## src/design/hsr_pkg.sv

```systemverilog
// Shared constants, register map and lane result type for haze scene radiance recovery.
package hsr_pkg;

    localparam int FRAC_BITS_DEF = 15;
    localparam int PIX_W         = 8;
    localparam int TRANS_W       = 16;
    localparam int LANES         = 3;
    localparam int QUO_W         = PIX_W;
    // front stage, overflow step, one step per quotient bit
    localparam int LANE_STAGES   = QUO_W + 2;

    localparam int CFG_AW        = 5;
    localparam int CFG_DW        = 32;
    localparam int REG_IDX_W     = 3;

    localparam logic [REG_IDX_W-1:0] REG_AIRLIGHT_B  = 3'd0;
    localparam logic [REG_IDX_W-1:0] REG_AIRLIGHT_G  = 3'd1;
    localparam logic [REG_IDX_W-1:0] REG_AIRLIGHT_R  = 3'd2;
    localparam logic [REG_IDX_W-1:0] REG_TRANS_FLOOR = 3'd3;
    localparam logic [REG_IDX_W-1:0] REG_MAX_LEVEL   = 3'd4;

    localparam logic [PIX_W-1:0]   AIRLIGHT_RST    = 8'd255;
    localparam logic [TRANS_W-1:0] TRANS_FLOOR_RST = 16'd3277;
    localparam logic [PIX_W-1:0]   MAX_LEVEL_RST   = 8'd255;

    typedef struct packed {
        logic [PIX_W-1:0] pix;
        logic [QUO_W-1:0] quo;
        logic             big;
        logic             neg;
    } lane_res_t;

endpackage

```

## src/design/hsr_lane.sv

```systemverilog
// One color channel: transmission floor, numerator build and pipelined restoring divider.
module hsr_lane #(
    parameter int FRAC_BITS = hsr_pkg::FRAC_BITS_DEF
) (
    input  logic                            aclk,
    input  logic [hsr_pkg::LANE_STAGES-1:0] adv,
    input  logic [hsr_pkg::PIX_W-1:0]       hazy,
    input  logic [hsr_pkg::TRANS_W-1:0]     trans,
    input  logic [hsr_pkg::PIX_W-1:0]       airlight,
    input  logic [hsr_pkg::TRANS_W-1:0]     trans_floor,
    output hsr_pkg::lane_res_t              res
);

    localparam int PW     = hsr_pkg::PIX_W;
    localparam int TW     = hsr_pkg::TRANS_W;
    localparam int QW     = hsr_pkg::QUO_W;
    localparam int NST    = hsr_pkg::LANE_STAGES;
    localparam int SHIFTW = FRAC_BITS + PW;
    localparam int PRODW  = PW + TW;
    localparam int NUM_W  = ((SHIFTW > PRODW) ? SHIFTW : PRODW) + 1;

    logic [TW-1:0]          t_eff;
    logic signed [PW:0]     diff;
    logic signed [NUM_W:0]  diff_s;
    logic [PRODW-1:0]       prod;
    logic signed [NUM_W:0]  num_s;

    logic [NUM_W-1:0] rem_reg  [NST];
    logic [TW-1:0]    t_reg    [NST];
    logic [PW-1:0]    pix_reg  [NST];
    logic [QW-1:0]    quo_reg  [NST];
    logic             big_reg  [NST];
    logic             neg_reg  [NST];

    always_comb begin
        t_eff = (trans < trans_floor) ? trans_floor : trans;
        if (t_eff == '0) begin
            t_eff = TW'(1);
        end
        diff   = $signed({1'b0, hazy}) - $signed({1'b0, airlight});
        diff_s = (NUM_W + 1)'(diff) <<< FRAC_BITS;
        prod   = airlight * t_eff;
        num_s  = diff_s + $signed((NUM_W + 1)'(prod));
    end

    // negative numerator always ends as 0, so only its magnitude sign is kept
    always_ff @(posedge aclk) begin
        if (adv[0]) begin
            rem_reg[0] <= num_s[NUM_W-1:0];
            neg_reg[0] <= num_s[NUM_W];
            t_reg[0]   <= t_eff;
            pix_reg[0] <= hazy;
            quo_reg[0] <= '0;
            big_reg[0] <= 1'b0;
        end
    end

    for (genvar s = 1; s < NST; s++) begin : g_step
        localparam int K = NST - 1 - s;
        logic [NUM_W-1:0] sub;
        logic             ge;

        assign sub = NUM_W'(t_reg[s-1]) << K;
        assign ge  = rem_reg[s-1] >= sub;

        if (K == QW) begin : g_ovf
            // quotient at least 2^QW: always above max_level
            always_ff @(posedge aclk) begin
                if (adv[s]) begin
                    rem_reg[s] <= rem_reg[s-1];
                    big_reg[s] <= ge;
                    quo_reg[s] <= quo_reg[s-1];
                    t_reg[s]   <= t_reg[s-1];
                    pix_reg[s] <= pix_reg[s-1];
                    neg_reg[s] <= neg_reg[s-1];
                end
            end
        end else begin : g_bit
            always_ff @(posedge aclk) begin
                if (adv[s]) begin
                    rem_reg[s] <= ge ? (rem_reg[s-1] - sub) : rem_reg[s-1];
                    big_reg[s] <= big_reg[s-1];
                    quo_reg[s] <= quo_reg[s-1] | (QW'(ge) << K);
                    t_reg[s]   <= t_reg[s-1];
                    pix_reg[s] <= pix_reg[s-1];
                    neg_reg[s] <= neg_reg[s-1];
                end
            end
        end
    end

    assign res.pix = pix_reg[NST-1];
    assign res.quo = quo_reg[NST-1];
    assign res.big = big_reg[NST-1];
    assign res.neg = neg_reg[NST-1];

endmodule

```

## src/design/hsr_out.sv

```systemverilog
// Merge stage: per-lane clamp and fallback, packed into the output data register.
module hsr_out (
    input  logic                                aclk,
    input  logic                                load,
    input  hsr_pkg::lane_res_t                  lane_res [hsr_pkg::LANES],
    input  logic [hsr_pkg::PIX_W-1:0]           max_level,
    output logic [hsr_pkg::LANES*hsr_pkg::PIX_W-1:0] tdata
);

    localparam int PW = hsr_pkg::PIX_W;
    localparam int NL = hsr_pkg::LANES;

    logic [NL*PW-1:0] tdata_reg;
    logic [NL*PW-1:0] tdata_next;

    always_comb begin
        for (int i = 0; i < NL; i++) begin
            priority if (lane_res[i].neg) begin
                tdata_next[i*PW +: PW] = '0;
            end else if (lane_res[i].big || (lane_res[i].quo > max_level)) begin
                tdata_next[i*PW +: PW] = lane_res[i].pix;
            end else begin
                tdata_next[i*PW +: PW] = lane_res[i].quo;
            end
        end
    end

    always_ff @(posedge aclk) begin
        if (load) begin
            tdata_reg <= tdata_next;
        end
    end

    assign tdata = tdata_reg;

endmodule

```

## src/design/haze_scene_radiance_recovery.sv

```systemverilog
// Top level: configuration registers, stage handshake control, lanes and merge stage.
//
// Recovers scene radiance of one pixel per transaction: J = (I - A) / t + A for
// blue, green and red, with t raised to trans_floor, results above max_level
// replaced by the hazy byte and negative results clamped to 0.
// Input channel s_*: s_tdata carries hazy_b, hazy_g, hazy_r (8 bits each) and
// trans_b, trans_g, trans_r (16 bits each, Q.FRAC_BITS).
// Output channel m_*: m_tdata carries clear_b, clear_g, clear_r.
// Each channel runs in its own lane: one front stage (floor, numerator multiply),
// one overflow compare stage and eight compare-subtract stages of a restoring
// divider, one quotient bit each, followed by a merge register feeding m_tdata.
// Throughput: one pixel per cycle while m_tready does not stall the stages,
// set by the one-step-per-stage divider.
// When m_tready is low, the merge register holds its transaction and the lane
// stages keep accepting until every stage is occupied; s_tready then drops.
// Synchronous reset empties all stages and loads the register defaults
// (airlight 255, trans_floor 3277, max_level 255).
// APB registers at 0x00..0x10: airlight_b, airlight_g, airlight_r, trans_floor,
// max_level. Write them only while the block is empty.
module haze_scene_radiance_recovery #(
    parameter int FRAC_BITS = hsr_pkg::FRAC_BITS_DEF
) (
    input  logic                       aclk,
    input  logic                       aresetn,
    // hazy_b, hazy_g, hazy_r, trans_b, trans_g, trans_r from bit 0 up
    input  logic [71:0]                s_tdata,
    input  logic                       s_tvalid,
    output logic                       s_tready,
    // clear_b, clear_g, clear_r from bit 0 up
    output logic [23:0]                m_tdata,
    output logic                       m_tvalid,
    input  logic                       m_tready,
    input  logic                       psel,
    input  logic                       penable,
    input  logic                       pwrite,
    input  logic [hsr_pkg::CFG_AW-1:0] paddr,
    input  logic [hsr_pkg::CFG_DW-1:0] pwdata,
    output logic [hsr_pkg::CFG_DW-1:0] prdata,
    output logic                       pready
);

    localparam int PW  = hsr_pkg::PIX_W;
    localparam int TW  = hsr_pkg::TRANS_W;
    localparam int NL  = hsr_pkg::LANES;
    localparam int NST = hsr_pkg::LANE_STAGES;

    logic [PW-1:0] air_b_reg, air_g_reg, air_r_reg, max_level_reg;
    logic [TW-1:0] floor_reg;
    logic [hsr_pkg::REG_IDX_W-1:0] reg_idx;
    logic cfg_wr;

    logic [NST-1:0] vld_reg;
    logic [NST-1:0] vld_next;
    logic [NST:0]   rdy;
    logic           m_tvalid_reg;
    logic           m_tvalid_next;

    logic [PW-1:0]      air   [NL];
    hsr_pkg::lane_res_t lres  [NL];

    // ---------------- configuration ----------------
    assign pready  = 1'b1;
    assign reg_idx = paddr[hsr_pkg::CFG_AW-1:2];
    assign cfg_wr  = psel && penable && pwrite && pready;

    always_ff @(posedge aclk) begin
        if (!aresetn) begin
            air_b_reg     <= hsr_pkg::AIRLIGHT_RST;
            air_g_reg     <= hsr_pkg::AIRLIGHT_RST;
            air_r_reg     <= hsr_pkg::AIRLIGHT_RST;
            floor_reg     <= hsr_pkg::TRANS_FLOOR_RST;
            max_level_reg <= hsr_pkg::MAX_LEVEL_RST;
        end else if (cfg_wr) begin
            unique case (reg_idx)
                hsr_pkg::REG_AIRLIGHT_B:  air_b_reg     <= pwdata[PW-1:0];
                hsr_pkg::REG_AIRLIGHT_G:  air_g_reg     <= pwdata[PW-1:0];
                hsr_pkg::REG_AIRLIGHT_R:  air_r_reg     <= pwdata[PW-1:0];
                hsr_pkg::REG_TRANS_FLOOR: floor_reg     <= pwdata[TW-1:0];
                hsr_pkg::REG_MAX_LEVEL:   max_level_reg <= pwdata[PW-1:0];
                default: ;
            endcase
        end
    end

    always_comb begin
        unique case (reg_idx)
            hsr_pkg::REG_AIRLIGHT_B:  prdata = hsr_pkg::CFG_DW'(air_b_reg);
            hsr_pkg::REG_AIRLIGHT_G:  prdata = hsr_pkg::CFG_DW'(air_g_reg);
            hsr_pkg::REG_AIRLIGHT_R:  prdata = hsr_pkg::CFG_DW'(air_r_reg);
            hsr_pkg::REG_TRANS_FLOOR: prdata = hsr_pkg::CFG_DW'(floor_reg);
            hsr_pkg::REG_MAX_LEVEL:   prdata = hsr_pkg::CFG_DW'(max_level_reg);
            default:                  prdata = '0;
        endcase
    end

    // ---------------- stage handshake ----------------
    // a stage loads when it is empty or its contents move on
    always_comb begin
        rdy[NST] = !m_tvalid_reg || m_tready;
        for (int s = NST - 1; s >= 0; s--) begin
            rdy[s] = !vld_reg[s] || rdy[s+1];
        end
        for (int s = 0; s < NST; s++) begin
            if (rdy[s]) begin
                vld_next[s] = (s == 0) ? s_tvalid : vld_reg[(s == 0) ? 0 : s - 1];
            end else begin
                vld_next[s] = vld_reg[s];
            end
        end
        m_tvalid_next = rdy[NST] ? vld_reg[NST-1] : m_tvalid_reg;
    end

    always_ff @(posedge aclk) begin
        if (!aresetn) begin
            vld_reg      <= '0;
            m_tvalid_reg <= 1'b0;
        end else begin
            vld_reg      <= vld_next;
            m_tvalid_reg <= m_tvalid_next;
        end
    end

    assign s_tready = rdy[0];
    assign m_tvalid = m_tvalid_reg;

    // ---------------- lanes ----------------
    assign air[0] = air_b_reg;
    assign air[1] = air_g_reg;
    assign air[2] = air_r_reg;

    for (genvar i = 0; i < NL; i++) begin : g_lane
        hsr_lane #(
            .FRAC_BITS (FRAC_BITS)
        ) u_lane (
            .aclk        (aclk),
            .adv         (rdy[NST-1:0]),
            .hazy        (s_tdata[i*PW +: PW]),
            .trans       (s_tdata[NL*PW + i*TW +: TW]),
            .airlight    (air[i]),
            .trans_floor (floor_reg),
            .res         (lres[i])
        );
    end

    hsr_out u_out (
        .aclk      (aclk),
        .load      (rdy[NST]),
        .lane_res  (lres),
        .max_level (max_level_reg),
        .tdata     (m_tdata)
    );

    // ---------------- assertions ----------------
    a_reset_empty: assert property (@(posedge aclk)
        !aresetn |=> (vld_reg == '0 && !m_tvalid_reg))
        else $error("pipeline not empty after reset");

    a_last_moves: assert property (@(posedge aclk) disable iff (!aresetn)
        (vld_reg[NST-1] && rdy[NST]) |=> m_tvalid_reg)
        else $error("finished lane result not taken into output register");

    a_occupancy: assert property (@(posedge aclk) disable iff (!aresetn)
        1'b1 |=> ($countones({vld_reg, m_tvalid_reg}) ==
                  $past($countones({vld_reg, m_tvalid_reg}))
                  + $past(s_tvalid && s_tready) - $past(m_tvalid && m_tready)))
        else $error("transaction lost or duplicated in the stages");

endmodule

```

## config.mk

```make
export PLATFORM = sky130hd
export DESIGN_NAME = haze_scene_radiance_recovery
export DESIGN_NICKNAME = d
export VERILOG_FILES = /design/src/design/hsr_pkg.sv /design/src/design/hsr_lane.sv /design/src/design/hsr_out.sv /design/src/design/haze_scene_radiance_recovery.sv
export SDC_FILE = /design/constraint.sdc
export NUM_CORES = 2
export LEC_CHECK = 0
export ABC_AREA = 1
export ABC_CLOCK_PERIOD_IN_PS = 29000
export BUFFER_PORTS_ARGS = -buffer_cell sky130_fd_sc_hd__clkbuf_2
export CORE_ASPECT_RATIO = 1.25
export CORE_MARGIN = 1
export CORE_UTILIZATION = 45
export CTS_BUF_LIST = sky130_fd_sc_hd__clkbuf_16
export DETAILED_ROUTE_END_ITERATION = 10
export PLACE_DENSITY = 0.61
export SETUP_SLACK_MARGIN = 0.2
export SLEW_MARGIN = 20
export SYNTH_ARGS = -nofsm -noshare
export SYNTH_HDL_FRONTEND = slang
export SYNTH_SLANG_ARGS = --single-unit
```

## constraint.sdc

```tcl
create_clock -name aclk -period 29 [get_ports aclk]
set_clock_uncertainty 0.1 [all_clocks]
set_input_delay 4.35 -clock aclk [delete_from_list [all_inputs] [get_ports aclk]]
set_output_delay 4.35 -clock aclk [all_outputs]
set_load 0.02 [all_outputs]
```

Word level (Yosys, flattened, before mapping)
Memory sizes are Yosys's and may differ from the RTL's.
Cells that the tools add are included.
W data, S select, Z words.
- $mul: 3
- muxes and demuxes: 54
- reductions and logical operators: 36
- bitwise gates (word level): 24
- equality and inequality tests: 4
- magnitude comparators: 33
- add/sub/neg operators: 30
- operator list (operator ; count):
    $mux W25 ; 24
    $mux W16 ; 6
    $pmux W16 S5 ; 1
    $add A24 B25 Y26 ; 3
    $ge A25 B16 Y1 ; 3
    $ge A25 B17 Y1 ; 3
    $ge A25 B18 Y1 ; 3
    $ge A25 B19 Y1 ; 3
    $ge A25 B20 Y1 ; 3
    $ge A25 B21 Y1 ; 3
    $ge A25 B22 Y1 ; 3
    $ge A25 B23 Y1 ; 3
    $ge A25 B24 Y1 ; 3
    $sub A25 B16 Y25 ; 3
    $sub A25 B17 Y25 ; 3
    $sub A25 B18 Y25 ; 3
    $sub A25 B19 Y25 ; 3
    $sub A25 B20 Y25 ; 3
    $sub A25 B21 Y25 ; 3
    $sub A25 B22 Y25 ; 3
    $sub A25 B23 Y25 ; 3
    $mul A8 B16 Y24 ; 3
    $logic_not A16 Y1 ; 3
    $lt A16 B16 Y1 ; 3
    20 further kinds ; 90
- input bits: 116
- memory bits (writable): 1770
- register bits after elaboration: 83
- memories kept: 18
- output and inout bits: 59
- logic and storage cells: 221
- memory list (name ; depth ; width ; read ports ; clocked after memory_dff ; wr ports ; line ; RTL):
    g_lane[0].u_lane.rem_reg ; 10 ; 25 ; 9 ; 0 ; 10 ; hsr_lane.sv:28 ; logic [NUM_W-1:0] rem_reg [NST];
    g_lane[1].u_lane.rem_reg ; 10 ; 25 ; 9 ; 0 ; 10 ; hsr_lane.sv:28 ;
    g_lane[2].u_lane.rem_reg ; 10 ; 25 ; 9 ; 0 ; 10 ; hsr_lane.sv:28 ;
    g_lane[0].u_lane.t_reg ; 10 ; 16 ; 9 ; 0 ; 10 ; hsr_lane.sv:29 ; logic [TW-1:0] t_reg [NST];
    g_lane[1].u_lane.t_reg ; 10 ; 16 ; 9 ; 0 ; 10 ; hsr_lane.sv:29 ;
    g_lane[2].u_lane.t_reg ; 10 ; 16 ; 9 ; 0 ; 10 ; hsr_lane.sv:29 ;
    +12 memories ; - ; - ; - ; - ; - ; - ;

Logic depth before layout (Yosys ltp)
- depth in word-level cells: 14
- mapped depth: 49
- depth with buffers taken out: 48

Cells and area by module
A second synthesis with hierarchy kept.
- cells, all modules: 9214
- area total of the unflattened synthesis: 93551.0 um^2
- by module, submodules not included (module ; times used ; area an instance (um^2) ; sequential area each (um^2) ; cells an instance):
    hsr_lane (g_lane[1].u_lane) ; 1 ; 29784.8 ; 15134.5 ; 2910
    hsr_lane (g_lane[2].u_lane) ; 1 ; 29676.0 ; 15134.5 ; 2870
    hsr_lane (g_lane[0].u_lane) ; 1 ; 29458.3 ; 15134.5 ; 2841
    haze_scene_radiance_recovery ; 1 ; 2608.8 ; 1181.1 ; 344
    hsr_out ; 1 ; 2023.2 ; 720.7 ; 249

Worst setup path after synthesis
No wires, ideal clock.
- path kind: input to output
- start: in m_tready
- end: out s_tready
- stages on the path: 12
- buffers on the path: 0
- path slack: 4.696 ns
- data arrival time: 19.854 ns
- data required time: 24.550 ns
- path through: nor2_1 > inv_2 > nor2_4 > nand2_1 > nor2_2 > nand2_2 > nor2_4 > nand2_2 > nor2_2 > nand2_1 > nor2_2 > nand2_1
- word-level cells in the longest chain between the ends: 11
- ends and longest elaborated chain (item ; line ; RTL):
    start, declared ; haze_scene_radiance_recovery.sv:32 ; input logic m_tready,
    $logic_or A1 B1 Y1 ; haze_scene_radiance_recovery.sv:99 ; rdy[NST] = !m_tvalid_reg || m_tready;
    named net u_out.load ; hsr_out.sv:4 ; input logic load,
    $logic_or A1 B1 Y1 (2 in a row) ; haze_scene_radiance_recovery.sv:101 ; rdy[s] = !vld_reg[s] || rdy[s+1];
    named net g_lane[0].u_lane.adv, one bit ; hsr_lane.sv:6 ; input logic [hsr_pkg::LANE_STAGES-1:0] adv,
    $logic_or A1 B1 Y1 (2 in a row) ; haze_scene_radiance_recovery.sv:101 ;
    named net g_lane[0].u_lane.adv, one bit ; hsr_lane.sv:6 ;
    $logic_or A1 B1 Y1 (2 in a row) ; haze_scene_radiance_recovery.sv:101 ;
    named net g_lane[0].u_lane.adv, one bit ; hsr_lane.sv:6 ;
    $logic_or A1 B1 Y1 (2 in a row) ; haze_scene_radiance_recovery.sv:101 ;
    named net g_lane[0].u_lane.adv, one bit ; hsr_lane.sv:6 ;
    $logic_or A1 B1 Y1 (2 in a row) ; haze_scene_radiance_recovery.sv:101 ;
    end, declared ; haze_scene_radiance_recovery.sv:28 ; output logic s_tready,
The timed path passes the listed nets, and every way through them passes these cells.

Worst setup path after layout
Ends and elaborated chain as after synthesis.

==> results.py <==
metrics = {
    "detailed_routing": {
        "num_vias": 61300,
        "wl_mm": 209,
        "viasPerCell": 5.09,
        "postRouteAntennaNets": 0,
        "drc": 0,
        "drt_iter0_markers": 3514,
        "wl_per_cell_um": 17.4,
        "first_pass_iters": 8,
    },
    "grt": {
        "track_usage": 0.203,
        "grt_pass1_vias": 62900,
        "antenna_found_initial": 8,
        "grt_max_degree": 102,
        "grt_pass1_wl_mm": 330,
        "grt-ovfl-total": 0,
    },
    "placed_design": {
        "place_area_um2": 95900,
        "place_congestion": 0.909,
        "port_buffers": 139,
        "hpwl_mm": 168,
        "place_ws_ps": 15230,
    },
    "yosys": {
        "synth.distinct_cells": 72,
        "yosys_warnings": 0,
        "synth_fa_ha_area_frac": 0.154,
        "yosys.area_share.simple": 0.130,
        "ys_seq_area_frac": 0.513,
        "synth_edf_count": 1536,
        "synth_top_family_by_area": "adder cells",
        "synthTopCellsByArea": "edfxtp_1, ha_1, nand2_1, fa_1, inv_1",
        "synth_flop_cell": "edfxtp_1",
        "synth.cells.most_frequent": "edfxtp_1, nand2_1, inv_1",
        "synth_xor_area_frac": 0.0411,
        "netlist.area_leader.share": 0.500,
        "synth_mux_area_frac": 0,
        "async_flop_share": 0,
        "syn_area_um2": 92300,
        "yosys.area.top_type": "edfxtp_1",
        "synth.most_common_cell": "edfxtp_1",
        "synthCells": 8996,
        "synth_compound_gate_area_share": 0.0974,
        "ys_ff_latch": 1595,
        "avgSynthCellArea_um2": 10.3,
    },
    "worst_hold_path": {
        "hold_depth": 0,
        "hold_class": "reg2reg",
    },
    "clock_tree": {
        "cts_hold_buf": 0,
        "cts_setup_buffers": 0,
        "clock-sinks": 1595,
        "cts.repair.resized": 0,
        "htree_levels": 4,
        "cts_made_buffers": 162,
        "clockRootBuffer": "clkbuf_16",
        "clk_latency_ps": 810,
        "clk_pin_slew_ps": 60,
        "clockBufferDepth": 3,
        "cts_tree": "built",
    },
    "cells_and_area": {
        "seqCellArea_um2": 47300,
        "finish.instance_area_um2": 101000,
        "fill_cells": 18300,
        "nets": 10300,
        "finish.utilization": 0.498,
        "multi_input_area_um2": 39100,
        "largest_register_ffs": 675,
        "drive_gt1_frac": 0.0643,
        "syn2layout_area_growth_pct": 9.82,
    },
    "setup_path": {
        "cp_num_cells": 14,
        "critPathCaptureType": "output pin",
        "worstSetupPathType": "in2out",
        "crit_buf_inv": 3,
        "reg2reg_depth": 44,
        "cp_max_fo": 101,
        "worstPathCellList": "clkbuf_2 > nor2_1 > inv_2 > nor2_4 > nand2_4 > nor2_2 > nand2_8 > nor2_4 > nand2_8 > nor2_2 > nand2_4 > nor2_2 > nand2_4 > clkbuf_2",
        "startpoint_type": "input port",
        "cp_slowest_cell": "nor2_2",
        "required_ps": 24550,
        "critical-path-top-delay-family": "simple AND/OR/NAND/NOR gates",
        "slowest_delay_ps": 490,
        "cp.arrival_ps": 9080,
    },
    "sta": {
        "slew_violations": 0,
        "tightest_slew_ps": 1110,
        "max_freq_mhz": 73.9,
        "max_slew_margin": 0.258,
        "min_period_over_period": 0.467,
        "period_needed_ps": 13530,
        "hold_viol": 0,
        "finalSetupViolCount": 0,
        "fin_ws_ps": 15470,
        "rsz0062_at_grt": "false",
        "setup_tns_ps": 0,
    },
    "power_and_ir_drop": {
        "p_sw_w": 0.00560,
        "clockPowerShare": 0.158,
        "p_comb_frac": 0.532,
        "p_seq_frac": 0.311,
        "p_int_w": 0.00767,
        "sw_frac_of_total": 0.422,
        "p_per_area_nw_per_um2": 131,
        "p_leak_nw": 44.2,
        "vdd_drop_max_v": 0.000204,
    },
    "die": {
        "die_w_um": 407,
        "start_util": 0.454,
        "fp.dieArea_um2": 207000,
        "coreArea_um2": 203000,
        "die-height_um": 508,
        "row_count": 185,
        "io_pins": 175,
    },
    "status": {
        "status": "complete, no violations",
    },
    "flow_run": {
        "cap_viol_max_count": 0,
    },
}
-- per-layer routing --
| layer | vias up | part of all wire | global-route usage |
|---|---|---|---|
| met4 | 10 | 0.048 | 0.0952 |
| met3 | 446 | 0.041 | 0.0271 |
| li1 | 30900 | - | - |
| met1 | 28700 | 0.42 | 0.248 |
| met5 | - | 0.00028 | 0 |
| met2 | 1246 | 0.49 | 0.355 |
-- cell usage in the layout, fill, tap and decap left out, types with 18 or more instances in the layout --
| master | count |
|---|---|
| buf_4 | 18 |
| o21ai_2 | 19 |
| a211oi_1 | 21 |
| or2_2 | 35 |
| dfxtp_1 | 59 |
| nand3_1 | 252 |
| fa_1 | 279 |
| inv_1 | 1399 |
| nor4_1 | 48 |
| o21a_1 | 38 |
| a31oi_1 | 30 |
| xor2_1 | 219 |
| o21bai_1 | 34 |
| clkinv_1 | 29 |
| a21oi_1 | 622 |
| nand2_2 | 47 |
| clkbuf_16 | 163 |
| a21o_1 | 47 |
| nor3_1 | 104 |
| edfxtp_1 | 1536 |
| clkbuf_2 | 139 |
| ha_1 | 687 |
| o211ai_1 | 47 |
| nand2_1 | 1499 |
| clkinv_2 | 30 |
| nor2_1 | 730 |
| xnor2_1 | 214 |
| o21ai_0 | 514 |
| inv_2 | 24 |
| o21ai_1 | 113 |
| nand4_1 | 70 |
-- power by group through the flow --
stage	Clock, W	Sequential [W]	Combinational [W]
final	0.00209	0.00412	0.00705
after global routing	0.00223	0.00420	0.00800
after CTS	0.00215	0.00413	0.00709
after detailed placement	0	0.00418	0.00705
after global placement	0	0.00416	0.00694
after floorplan	0	0.00400	0.00543
-- stage by stage --
step                      hold slack, ps  instances  total power, W
after floorplan                      300       9011         0.00943
after global placement               303      11700          0.0111
after detailed placement             305      11700          0.0112
after CTS                            303      12000          0.0134
after global routing                 316      12000          0.0144
final                                300      12000          0.0133
-- worst reg2reg max path, delay by kind of cell, from the launching register on --
kind | cells | cell delay [ps]
compound gates | 8 | 1720
buf+inv | 6 | 500
xor+xnor | 2 | 320
flops | 1 | 480
simple gates | 21 | 2970
fa+ha+maj | 7 | 2970
-- path summary, 6_finish.rpt --
| check | start | to | slack (ps) |
|---|---|---|---|
| max reg2reg | floor_reg[10] | g_lane[0].u_lane.neg_reg[0] | 19700 |
| min reg2reg | g_lane[1].u_lane.pix_reg[1][2] | g_lane[1].u_lane.pix_reg[2][2] | 300 |
| max | m_tready | s_tready | 15470 |
| min | g_lane[1].u_lane.pix_reg[1][2] | g_lane[1].u_lane.pix_reg[2][2] | 300 |
-- layout make-up --
| type | count | share of cell area |
|---|---|---|
| timing repair buffer | 157 | 0.00820 |
| antenna | 5 | 0.000123 |
| clock buffer | 163 | 0.0402 |
| clock inverter | 135 | 0.0134 |
| tap | 2711 | 0.0335 |
| multi-input combinational | 5871 | 0.385 |
| inverter | 1412 | 0.0525 |
| sequential | 1595 | 0.467 |
-- logic make-up after synthesis --
family,count (synthesis)
AND/OR/NAND/NOR,2860
AO/OA/AOI/OAI,1595
flip-flops,1595
buffers and inverters,1545
adder cells (fa/ha/maj),966
XOR/XNOR,433
other,2
No activity file was read; power rests on OpenSTA's default activity.
